[src/rtl/fnht_pkg.sv]
// Package for the flow name hash table: field widths, codes and shared types.
// No dependencies.
package fnht_pkg;
  localparam int KeyW = 64;
  localparam int AddrW = 32;
  localparam int PortW = 16;
  localparam int OpW = 2;
  localparam int StW = 2;
  localparam int KeyBytes = 16;

  localparam logic [OpW-1:0] OP_LOOKUP = 2'd0;
  localparam logic [OpW-1:0] OP_INSERT = 2'd1;
  localparam logic [OpW-1:0] OP_DELETE = 2'd2;
  localparam logic [OpW-1:0] OP_NONE = 2'd3;

  localparam logic [StW-1:0] ST_OK = 2'd0;
  localparam logic [StW-1:0] ST_FULL = 2'd1;
  localparam logic [StW-1:0] ST_DUP = 2'd2;
  localparam logic [StW-1:0] ST_MISS = 2'd3;

  localparam logic [0:0] REG_BUCKET_COUNT = 1'b0;

  typedef struct packed {
    logic [OpW-1:0] operation;
    logic [KeyW-1:0] key_high;
    logic [KeyW-1:0] key_low;
    logic [AddrW-1:0] server_address;
    logic [PortW-1:0] media_udp;
    logic [AddrW-1:0] channel_address;
    logic [PortW-1:0] chan_udp;
  } req_t;

  typedef struct packed {
    logic [StW-1:0] status;
    logic [AddrW-1:0] found_server_address;
    logic [PortW-1:0] found_media_udp;
    logic [AddrW-1:0] found_channel_address;
    logic [PortW-1:0] found_chan_udp;
  } rsp_t;

  typedef enum logic [3:0] {
    BK_IDLE, BK_HEAD, BK_RD, BK_CMP, BK_PREVRD, BK_FREE, BK_WRITE, BK_UNLINK, BK_DONE
  } bk_state_t;

  typedef enum logic [1:0] {FR_IDLE, FR_HASH, FR_MOD, FR_PUSH} fr_state_t;
endpackage

[src/rtl/fnht_front.sv]
// Front end: accepts items, hashes the 16-byte name one byte a cycle and
// reduces the hash to a bucket with a bit-serial remainder. Uses fnht_pkg.
module fnht_front import fnht_pkg::*; #(
  parameter int BucketW = 8
) (
  input logic clk,
  input logic rst_n,
  input logic [BucketW:0] bucket_n,
  input logic in_valid,
  output logic in_ready,
  input req_t in_data,
  output logic q_valid,
  input logic q_ready,
  output req_t q_req,
  output logic [BucketW-1:0] q_bucket
);
  localparam int KeyBits = 2 * KeyW;
  localparam int CntW = $clog2(KeyBytes + 1) > 6 ? $clog2(KeyBytes + 1) : 6;

  fr_state_t st_r, st_nxt;
  req_t req_r;
  logic [KeyBits-1:0] sh_r;
  logic [31:0] h_r;
  logic [CntW-1:0] cnt_r;
  logic [BucketW:0] rem_r;
  logic [BucketW:0] div_r;
  logic [BucketW+1:0] trial;
  logic [BucketW:0] n_eff;

  always_comb begin
    n_eff = bucket_n;
    if (bucket_n == '0) n_eff = {{BucketW{1'b0}}, 1'b1};
  end

  assign trial = {rem_r, h_r[31]} - {1'b0, div_r};
  assign in_ready = (st_r == FR_IDLE);
  assign q_valid = (st_r == FR_PUSH);
  assign q_req = req_r;
  assign q_bucket = rem_r[BucketW-1:0];

  always_comb begin
    st_nxt = st_r;
    unique case (st_r)
      FR_IDLE: if (in_valid) st_nxt = FR_HASH;
      FR_HASH: if (cnt_r == CntW'(KeyBytes - 1)) st_nxt = FR_MOD;
      FR_MOD: if (cnt_r == CntW'(31)) st_nxt = FR_PUSH;
      FR_PUSH: if (q_ready) st_nxt = FR_IDLE;
      default: st_nxt = FR_IDLE;
    endcase
  end

  always_ff @(posedge clk) begin
    if (!rst_n) begin
      st_r <= FR_IDLE;
    end else begin
      st_r <= st_nxt;
    end
    unique case (st_r)
      FR_IDLE: begin
        req_r <= in_data;
        sh_r <= {in_data.key_high, in_data.key_low};
        h_r <= '0;
        cnt_r <= '0;
        div_r <= n_eff;
      end
      FR_HASH: begin
        h_r <= (h_r << 5) - h_r + {24'd0, sh_r[KeyBits-1 -: 8]};
        sh_r <= sh_r << 8;
        cnt_r <= (cnt_r == CntW'(KeyBytes - 1)) ? '0 : cnt_r + 1'b1;
        rem_r <= '0;
      end
      FR_MOD: begin
        if (!trial[BucketW+1]) rem_r <= trial[BucketW:0];
        else rem_r <= {rem_r[BucketW-1:0], h_r[31]};
        h_r <= h_r << 1;
        cnt_r <= cnt_r + 1'b1;
      end
      default: ;
    endcase
  end
endmodule

[config.mk]
export PLATFORM = sky130hd
export DESIGN_NAME = fnht_front
export DESIGN_NICKNAME = d
export VERILOG_FILES = /design/src/rtl/fnht_pkg.sv /design/src/rtl/fnht_front.sv
export SDC_FILE = /design/constraint.sdc
export NUM_CORES = 1
export LEC_CHECK = 0
export BUFFER_PORTS_ARGS = -buffer_cell sky130_fd_sc_hd__buf_2
export CORE_AREA = 2 2 183 185
export CTS_BUF_LIST = sky130_fd_sc_hd__clkbuf_4 sky130_fd_sc_hd__clkbuf_8 sky130_fd_sc_hd__clkbuf_16
export DETAILED_ROUTE_END_ITERATION = 7
export DIE_AREA = 0 0 185 187
export GPL_TIMING_DRIVEN = 0
export PLACE_DENSITY = 0.91
export SYNTH_ARGS = -nofsm -noshare
export SYNTH_HDL_FRONTEND = slang
export SYNTH_SLANG_ARGS = --single-unit
[constraint.sdc]
create_clock -name clk -period 20.8 [get_ports clk]
set_clock_uncertainty 0.05 [all_clocks]
set_input_delay 1.04 -clock clk [delete_from_list [all_inputs] [get_ports clk]]
set_output_delay 1.04 -clock clk [all_outputs]
set_load 0.005 [all_outputs]
=== After elaboration in Yosys (flattened, before gate mapping) ===
Index checks and enable logic that the tools add are counted.
W data, S select, Z words.

* Memories: 0
* Memory bits (writable): 0
* Input bits: 239
* ROM bits: 0
* Register bits after elaboration: 412
* Bits in latches: 0

* $add $sub $neg: 4
* Bitwise gates (word level): 0
* Multiplexer cells: 11
* Div/mod/pow operators: 0
* Multipliers: 0
* Reduce and logical (&&, ||, !) cells: 6
* Magnitude comparators: 0
* Equal/unequal tests: 9
* Shifts and indexed selects: 0

{| class="wikitable"
|+ Operator list
! kind !! count
|-
| $pmux W128 S2 || 1
|-
| $pmux W32 S3 || 1
|-
| $add A32 B8 Y32 || 1
|-
| $sub A32 B32 Y32 || 1
|-
| $pmux W6 S3 || 1
|-
| $pmux W9 S2 || 1
|-
| $sub A10 B9 Y10 || 1
|-
| $logic_not A9 Y1 || 1
|-
| $mux W9 || 1
|-
| $mux W2 || 4
|-
| $pmux W2 S4 || 1
|-
| $add A6 B1 Y6 const B || 1
|-
| $eq A6 B4 Y1 const B || 1
|-
| $eq A6 B5 Y1 const B || 1
|-
| $mux W6 || 1
|-
| $ne A2 B2 Y1 const B || 3
|-
| $eq A2 B2 Y1 const B || 2
|-
| $reduce_and A4 Y1 || 1
|-
| $reduce_bool A2 Y1 || 2
|-
| $reduce_bool A3 Y1 || 1
|-
| $eq A2 B1 Y1 const B || 1
|-
| $logic_not A2 Y1 || 1
|-
| $ne A2 B1 Y1 const B || 1
|}

=== Depth between registers and ports, before layout ===
Gate-level depths: netlist of the first run.

* Word-level depth: 3
* Mapped depth: 14
* Mapped depth without buffers: 14

=== Worst setup path after synthesis of the first run ===
Ideal clock, no wire load.

* Path kind: reg-to-reg
* Start point: reg st_r[0]
* End point: reg sh_r[0], enable pin
* Setup time: 0.433 ns
* Cell stages (with the launch flop): 4
* Buffers on the path: 0
* Data arrival time: 8.079 ns
* Slack: 12.238 ns
* Path through: dfxtp_1 -> inv_1 -> ha_1 -> or2_2

* Word-level cells in the longest chain between the ends: 2

{| class="wikitable"
|+ Ends and longest elaborated chain
! what !! RTL line !! RTL
|-
| from (decl) || fnht_front.sv:20 || <nowiki>fr_state_t st_r, st_nxt;</nowiki>
|-
| from (signal assigned) || fnht_front.sv:56 || <nowiki>st_r <= st_nxt;</nowiki>
|-
| $logic_not A2 Y1 || - ||
|-
| net in_ready || fnht_front.sv:10 || <nowiki>output logic in_ready,</nowiki>
|-
| $reduce_bool A2 Y1 (no source line) || - ||
|-
| to (signal assigned) || fnht_front.sv:61 || <nowiki>sh_r <= {in_data.key_high, in_data.key_low};</nowiki>
|-
| to (signal assigned) || fnht_front.sv:68 || <nowiki>sh_r <= sh_r << 8;</nowiki>
|-
| to (decl) || fnht_front.sv:22 || <nowiki>logic [KeyBits-1:0] sh_r;</nowiki>
|}

The timed path passes the listed nets, and every way through them passes these cells.
A chain may end at the register's enable or synchronous reset.

=== Worst setup path in the final report of the first run ===
* Start point: reg h_r[7]
* End point: reg h_r[28], data pin

* Word-level cells in the longest chain between the ends: 3

{| class="wikitable"
|+ Ends and longest elaborated chain
! what !! RTL line !! RTL
|-
| from (decl) || fnht_front.sv:23 || <nowiki>logic [31:0] h_r;</nowiki>
|-
| from (signal assigned) || fnht_front.sv:67 || <nowiki>h_r <= (h_r << 5) - h_r + {24'd0, sh_r[KeyBits-1 -: 8]};</nowiki>
|-
| from (signal assigned) || fnht_front.sv:75 || <nowiki>h_r <= h_r << 1;</nowiki>
|-
| $sub A32 B32 Y32 || fnht_front.sv:67 ||
|-
| $add A32 B8 Y32 || fnht_front.sv:67 ||
|-
| $pmux W32 S3 || fnht_front.sv:58 || <nowiki>unique case (st_r)</nowiki>
|}

Every way passes these cells.

==> run summary, run 1 <==
The flow ran to the end, and the final reports show no timing, DRC or antenna violations. The largest net degree at the start of global routing came out at 76. In this run the clock root is driven by a sky130_fd_sc_hd__clkbuf_16. The share of synthesized registers carrying an async set or reset is 0%.

The overall routed net length came out at 45030 microns. Input and output buffers added on the ports amount to 474. The minimum period implied by the final worst setup slack came out at 3.626 ns.

Measured along the x axis, the die boundary spans 185 microns. The first TritonRoute pass finished after 5 iterations. The number of nets with antenna violations after routing came out at 0.

The worst-case vdd ir drop is 0.1340 mV. Along the worst hold path, the cell count comes to 1. After global routing the overflow that remains totals 0. Leaving out filler cells and counting taps, the final layout contains 2013. At the worst endpoint, the required time is 21.04 ns. TritonCTS built the clock tree. The path class of the tightest hold or removal check is flip-flop to flip-flop. The worst register-to-register path ends at h_r[28]. In this run the critical register-to-register path is launched from h_r[7]. The final hold violation count is 0. After clock tree synthesis, the repair step resized 0 gates. Relative to the synthesized area, the layout overhead comes to 26.11%. The sequential area share after synthesis is 72.60%. The area of the multi-input gates is 4305 sq um. The overall via count from detail_route came out at between 10000 and 15000.

After clock tree synthesis, the clock-pin slew on the worst setup and hold paths is 0.06 ns. The synthesized design contains 410 enable-type register cells. The number of sinks on the clock net is 412. Across all register-to-register paths, the minimum setup slack is 17.17 ns. The path with the worst hold slack has its endpoint at sh_r[14]. The total number of nets in the final design is 1842. Summed over all nets, the half-perimeter wirelength after detailed placement is 33120 microns. STA classifies the critical path endpoint as a flip-flop. The total of flip-flops plus latches after synthesis is 412. The path depth of the worst reg2reg path came out at 12.

The signal arrival time at the worst endpoint came out at slightly below 4 ns. Across the whole layout, storage elements account for 12350 sq um. The peak fanout along the critical path is 5. For this run, the leading register cell type out of synthesis is sky130_fd_sc_hd__edfxtp_1. Dividing total power by cell area gives a power density of just over 200 nW/um^2. The share of the clock period used by the worst path is 17.43%. Measured against its own limit, the worst slew margin works out to 38.99%.

The transition at the pin with the smallest max-transition slack came out at approximately 0.92 ns. The number of warnings printed during yosys synthesis came out at 0. The setup-violating endpoint count in the final report is 0. The full die area came out at 34600 sq um. The overall global routing resource usage came out at 26.02%. The tool flagged a number of max-cap violations equal to 0. The number of instances in the synthesized netlist is 1003. The first global-routing pass estimated 66370 microns of wire. The count of H-tree levels built during CTS came out at 2. The library cell used most frequently in the layout, excluding fill and tap cells, is sky130_fd_sc_hd__buf_2.

STA classifies the critical path startpoint as a flip-flop. The top achievable clock speed came out at 0.2758 GHz. The placed cell count came out at 1929. The proportion of layout cells with a drive suffix above 1 came out at 44.54%. In this run the core area contains 67 standard-cell rows. The vertical extent of the die is approximately 190 microns. The number of fill cells came out at around 2300. The netlist area before placement came out at 17010 sq um. The number of distinct standard cells referenced by the synthesized netlist came out at 62. The leakage power summed over all cells came out at 8.824 nW. The final max-slew violation count came to 0. In this run the most critical hold path is launched from sh_r[6]. Power comes to 4.326 mW. Using the TritonRoute via totals, the vias-per-cell ratio works out to 5.375. Counting along the longest clock path gives a buffer depth of 3. The number of buffers inserted during clock tree synthesis came out at 42. The boundary pin count is 475. The number of global-route vias before repair came to between 10000 and 15000. The number of hold-repair buffers added at the cts stage is 0.

Setup repair after global routing left no endpoint under its margin. The type of the setup path with the least slack is flip-flop to flip-flop. The later-pin clock latency in the skew report came out at 0.54 ns. The initial antenna violation count was 15. In the layout the commonest cells are 474 x sky130_fd_sc_hd__buf_2, 410 x sky130_fd_sc_hd__edfxtp_1, 120 x sky130_fd_sc_hd__mux2_2. The average cell area after synthesis is ~17 sq um.

The final-layout setup total negative slack came out at 0 ns. The routed length per placed instance is 22.37 microns. The starting utilization of the core area came out at 51.77%. The first-iteration detailed-routing DRC count came out at 876. In the routed design, unresolved DRC markers number 0. The net count after synthesis came out at 1320. The total core area is 32860 sq um. The post-CTS setup-driven buffer insertion count came out at 0. The last weighted congestion value of the routability-driven placer came out at 0.8995.
cells in the mapped netlist (2+ instances only):
library cell | count | area share, %
sky130_fd_sc_hd__edfxtp_1 | 410 | 72
sky130_fd_sc_hd__nor2b_1 | 24 | 0.88
sky130_fd_sc_hd__inv_1 | 54 | 1.2
sky130_fd_sc_hd__dfxtp_1 | 2 | 0.24
sky130_fd_sc_hd__o21ai_0 | 23 | 0.68
sky130_fd_sc_hd__nor3b_1 | 3 | 0.13
sky130_fd_sc_hd__a31oi_1 | 2 | 0.074
sky130_fd_sc_hd__or3_1 | 3 | 0.11
sky130_fd_sc_hd__o31ai_1 | 2 | 0.088
sky130_fd_sc_hd__mux2_2 | 120 | 7.9
sky130_fd_sc_hd__nand2_2 | 2 | 0.074
sky130_fd_sc_hd__a221oi_1 | 3 | 0.15
sky130_fd_sc_hd__and2_1 | 4 | 0.15
sky130_fd_sc_hd__nand3_1 | 9 | 0.26
sky130_fd_sc_hd__a211oi_1 | 5 | 0.22
sky130_fd_sc_hd__ha_1 | 73 | 5.4
sky130_fd_sc_hd__o21ai_1 | 5 | 0.15
sky130_fd_sc_hd__nor4_1 | 4 | 0.15
sky130_fd_sc_hd__a21oi_1 | 30 | 0.88
sky130_fd_sc_hd__buf_4 | 8 | 0.35
sky130_fd_sc_hd__a21boi_0 | 2 | 0.088
sky130_fd_sc_hd__o32ai_1 | 2 | 0.10
sky130_fd_sc_hd__nand2_1 | 30 | 0.66
sky130_fd_sc_hd__clkbuf_1 | 29 | 0.64
sky130_fd_sc_hd__a31o_2 | 2 | 0.10
sky130_fd_sc_hd__fa_1 | 5 | 0.59
sky130_fd_sc_hd__nor3_1 | 4 | 0.12
sky130_fd_sc_hd__mux2i_1 | 10 | 0.59
sky130_fd_sc_hd__a21o_1 | 9 | 0.40
sky130_fd_sc_hd__xnor2_1 | 20 | 1.0
sky130_fd_sc_hd__nor2_1 | 29 | 0.64
sky130_fd_sc_hd__o22ai_1 | 25 | 0.92
sky130_fd_sc_hd__nand2b_1 | 5 | 0.18
sky130_fd_sc_hd__xor2_1 | 17 | 0.88
stage by stage:
step	hold slack [ns]	worst slack, ns	instance area (sq um)	util, %
2_1_floorplan	0.4646	12.24	17010	-
3_3_place_gp	0.4772	9.462	19950	60.70
3_5_place_dp	0.4812	17.20	20070	61.08
4_1_cts	0.4956	17.19	21440	65.24
5_1_grt	0.5138	16.99	21450	65.28
6_report	0.4927	17.17	21460	65.29
cell families (layout without fill, tap and decap cells):
group,Yosys count,after routing,share of synthesized area (%)
AOI/OAI and AO/OA,128,128,4.971
muxes,130,130,8.531
and+or+nand+nor,127,127,3.854
adders and majority gates,78,78,5.957
other,0,7,0
DFF,412,412,72.60
buffers and inverters,91,646,2.184
xor gates and xnor gates,37,37,1.905
metal layers:
layer,up-vias,share of wire [%],global-route usage [%]
met4,18,3.9,10.50
met5,-,0.26,0
li1,4899,-,-
met1,5298,37,32.27
met2,489,50,43.13
met3,115,8.6,7.301
critical path: stages, from the launching register on:
cell and delay (ns):
sky130_fd_sc_hd__edfxtp_1 0.46, sky130_fd_sc_hd__fa_1 0.51, sky130_fd_sc_hd__inv_1 0.04, sky130_fd_sc_hd__ha_1 0.35, sky130_fd_sc_hd__a21oi_1 0.15, sky130_fd_sc_hd__o21ai_1 0.11
sky130_fd_sc_hd__or3_4 0.36, sky130_fd_sc_hd__o211ai_2 0.23, sky130_fd_sc_hd__o31ai_2 0.14, sky130_fd_sc_hd__a311o_1 0.40, sky130_fd_sc_hd__a21oi_2 0.22, sky130_fd_sc_hd__o21ai_1 0.08
sky130_fd_sc_hd__a211o_1 0.27
state kept, by name, indices dropped and copies added, names as in the netlist:
register	count
cnt_r	6
div_r	9
sh_r	128
h_r	32
q_req	226
rem_r	9
st_r	2
how the worst max path moves through the flow:
stage,startpoint,endpoint,cells past startpoint
final,h_r[7],h_r[28],12
after global routing,h_r[1],h_r[31],13
after CTS,h_r[7],h_r[28],12
after detailed placement,h_r[7],h_r[28],12
after global placement,st_r[0],sh_r[51],3
after floorplan,st_r[0],sh_r[0],3
final cells by class:
type | instances | area share, %
Antenna cell | 7 | 0.08164
Buffer | 37 | 0.7872
Clock buffer | 52 | 5.330
Clock inverter | 25 | 1.044
Inverter | 54 | 0.9447
Multi-Input combinational cell | 500 | 20.07
Sequential cell | 412 | 57.57
Tap cell | 448 | 2.612
Timing Repair Buffer | 478 | 11.57
where the power goes:
| part | switching [mW] | internal, mW | total (mW) |
|---|---|---|---|
| logic | 1.16 | 0.860 | 2.02 |
| clock network | 0.316 | 0.430 | 0.746 |
| registers | 0.138 | 1.42 | 1.56 |
Note: power is estimated with default switching activity, not from simulation.
==> run 2, diff against run 1 <==
Settings changed: CORE_AREA 2 2 183 185 to not set, CORE_MARGIN set to 2, CORE_UTILIZATION set to 52, DIE_AREA 0 0 185 187 to not set.
Clock period 20.8 ns to 3.73 ns, I/O delays scaled along.
==> run summary, run 2 (same netlist as run 1, synthesis figures left out) <==
The maximum count of clock buffers along a single path was 3 (unchanged). TritonCTS built the clock tree. The first-iteration detailed-routing DRC count came out at 1113 (+27%). The share of the clock period used by the worst path is 95.56% (+78 points). The run finished with clean final reports.

The library cells used most frequently in the layout, excluding fill and tap cells, are 474 x sky130_fd_sc_hd__buf_2, 410 x sky130_fd_sc_hd__edfxtp_1, 236 x sky130_fd_sc_hd__dlygate4sd3_1. The total number of nets in the final design came to 2081 (+13%). The overall routed net length was 56830 microns (+26%).

The sequential cell area is 12350 sq um (about the same). The signal arrival time at the worst endpoint is 3.80 ns (-0.06 ns). The boundary pin count was 475 (unchanged). The setup slack after layout is 0.1657 ns (-17.01 ns).

The last weighted congestion value of the routability-driven placer is 0.9176 (+2.0%). The worst-case headroom to the max-slew limit is 31.87% (-7.1 points). The number of port buffers came out at 474 (unchanged). STA classifies the critical path endpoint as a flip-flop. The final max-slew violation count was 0 (unchanged). The flip-flop count of the largest register, all copies and words added came to 226 (unchanged). The worst hold path begins at in_valid. The synthesis-to-layout area growth is 40.72%.

The number of sinks on the clock net is 412 (unchanged). The routed length per placed instance came out at 25.36 microns (+13%). The first-pass GRT wire length came out at 81530 microns (+23%).

The worst hold margin is 0.03690 ns (-0.4558 ns). The full die area came out at 34180 sq um (-1.2%). The setup-violating endpoint count in the final report came out at 0 (unchanged). The classification of the worst-slack hold path is primary input to flip-flop. The peak fanout along the critical path came out at 6 (+1). The number of global-route vias before repair is 13080 (+17%). The leakage power summed over all cells was 9.858 nW (+12%).

The top achievable clock speed was 0.2806 GHz (+1.7%). The largest net degree at the start of global routing came out at 75 (-1.3%). STA classifies the critical path startpoint as a flip-flop. The count of H-tree levels built during CTS is 2 (unchanged). The clock transition at the register clock pins on the worst setup and hold paths after CTS came to 0.06 ns (about the same). The later-pin clock latency in the skew report is 0.55 ns (about the same). The total congestion overflow was 0 (unchanged). The data required time at the worst endpoint is 3.97 ns (-17.07 ns). The final routed DRC violation total is 0 (unchanged). The number of buffers inserted during clock tree synthesis is 43 (+2.4%).

The number of fill cells is 1811 (-22%). The starting utilization of the core area came out at 52.56% (+0.78 points). The average via count per standard cell came out at 5.658 (+5.3%). The library cell used most frequently in the layout, excluding fill and tap cells, is sky130_fd_sc_hd__buf_2.

The max-capacitance violation count is 0 (unchanged). The proportion of layout cells with a drive suffix above 1 came out at 39.37% (-5.2 points). The number of search-and-repair iterations in the first detailed-routing pass was 5 (unchanged). The transition at the pin with the smallest max-transition slack came out at 1.009 ns (+0.09407 ns). The number of standard-cell rows in the floorplan came out at 66 (-1.5%). Setup repair after global routing could not meet its margin everywhere.

The worst-case setup slack after placement is 0.05260 ns (-17.15 ns). The minimum period implied by the final worst setup slack is 3.564 ns (-0.06161 ns). The type of the setup path with the least slack is flip-flop to flip-flop.

The total core area is 32370 sq um (-1.5%). The die width came out at 184.9 microns (about the same). The HPWL after detailed placement came to 34170 microns (+3.2%). The startpoint identified for the worst register-to-register timing path is h_r[6]. The power density relative to cell area is 1078 nW/um^2 (+430%). In this run the worst setup path begins at h_r[6]. The overall via count from detail_route came out at 12680 (+17%). The initial antenna violation count was 9 (-6). The vertical extent of the die came out at 184.9 microns (-1.1%). The overall global routing resource usage came out at 32.70% (+6.7 points). The number of nets with antenna violations after routing came out at 0 (unchanged).

The worst-case vdd ir drop is 0.6930 mV (+420%). The clock root buffer is sky130_fd_sc_hd__clkbuf_16. The final hold violation count came out at 0 (unchanged). The area of the multi-input gates was 4362 sq um (+1.3%).
## run 2: layer usage
metal	global-route usage (%)	wire length [microns]	vias up
li1	-	-	5363
met1	38.14	19560	6202
met2	56.37	28680	892
met3	8.455	5455	215
met4	15.84	3089	8
met5	0	54	-
## run 2: where the power goes
group          internal [mW]  switching, mW  leakage [nW]
clock network           2.57           1.91         0.710
logic                   5.21           7.23          4.90
registers               7.94          0.949          4.25
total                   15.7           10.1          9.86
## run 2: metrics by stage
step	utilization [%]	std cells	power, mW	instance area, sq um	TNS, ns
6_report	73.96	2241	25.81	23940	0
5_1_grt	73.96	2241	27.04	23940	-0.01659
4_1_cts	73.72	2236	24.68	23860	0
3_5_place_dp	61.99	1923	20.02	20070	0
3_3_place_gp	61.64	1919	19.54	19950	-263.11
2_1_floorplan	-	1003	16.42	17030	-91.74
## run 2: critical path, stage by stage (launching register included)
cell and delay [ns]:
sky130_fd_sc_hd__edfxtp_1 0.47, sky130_fd_sc_hd__fa_1 0.52, sky130_fd_sc_hd__inv_1 0.04, sky130_fd_sc_hd__ha_2 0.38, sky130_fd_sc_hd__nand3_1 0.11, sky130_fd_sc_hd__a21oi_1 0.14, sky130_fd_sc_hd__a21o_2 0.17, sky130_fd_sc_hd__o211ai_4 0.12
sky130_fd_sc_hd__o31ai_4 0.29, sky130_fd_sc_hd__a311o_1 0.28, sky130_fd_sc_hd__a21oi_2 0.10, sky130_fd_sc_hd__buf_4 0.14, sky130_fd_sc_hd__o2111a_1 0.22, sky130_fd_sc_hd__a211o_1 0.27
## run 2: area by class of cell
class	instances	area share, %
Clock buffer	53	4.808
Timing Repair Buffer	716	20.30
Tap cell	442	2.310
Sequential cell	412	51.60
Clock inverter	24	1.181
Buffer	37	0.7055
Inverter	54	0.8466
Multi-Input combinational cell	500	18.22
Antenna cell	3	0.03136
## run 2: path summary, 6_finish.rpt
| path | endpoint | slack (ns) | cells after the start |
|---|---|---|---|
| setup / recovery | h_r[28] | 0.17 | 13 |
| setup reg to reg | h_r[28] | 0.17 | 13 |
| hold / removal | st_r[0] | 0.04 | 5 |
| hold reg to reg | sh_r[9] | 0.50 | 1 |
## run 2: timing repair
item,in CTS,in global routing
endpoints found under the setup margin,0,5
resized for setup,0,9
hold buffers,236,0
endpoints found under the hold margin,361,0
setup buffers,0,2
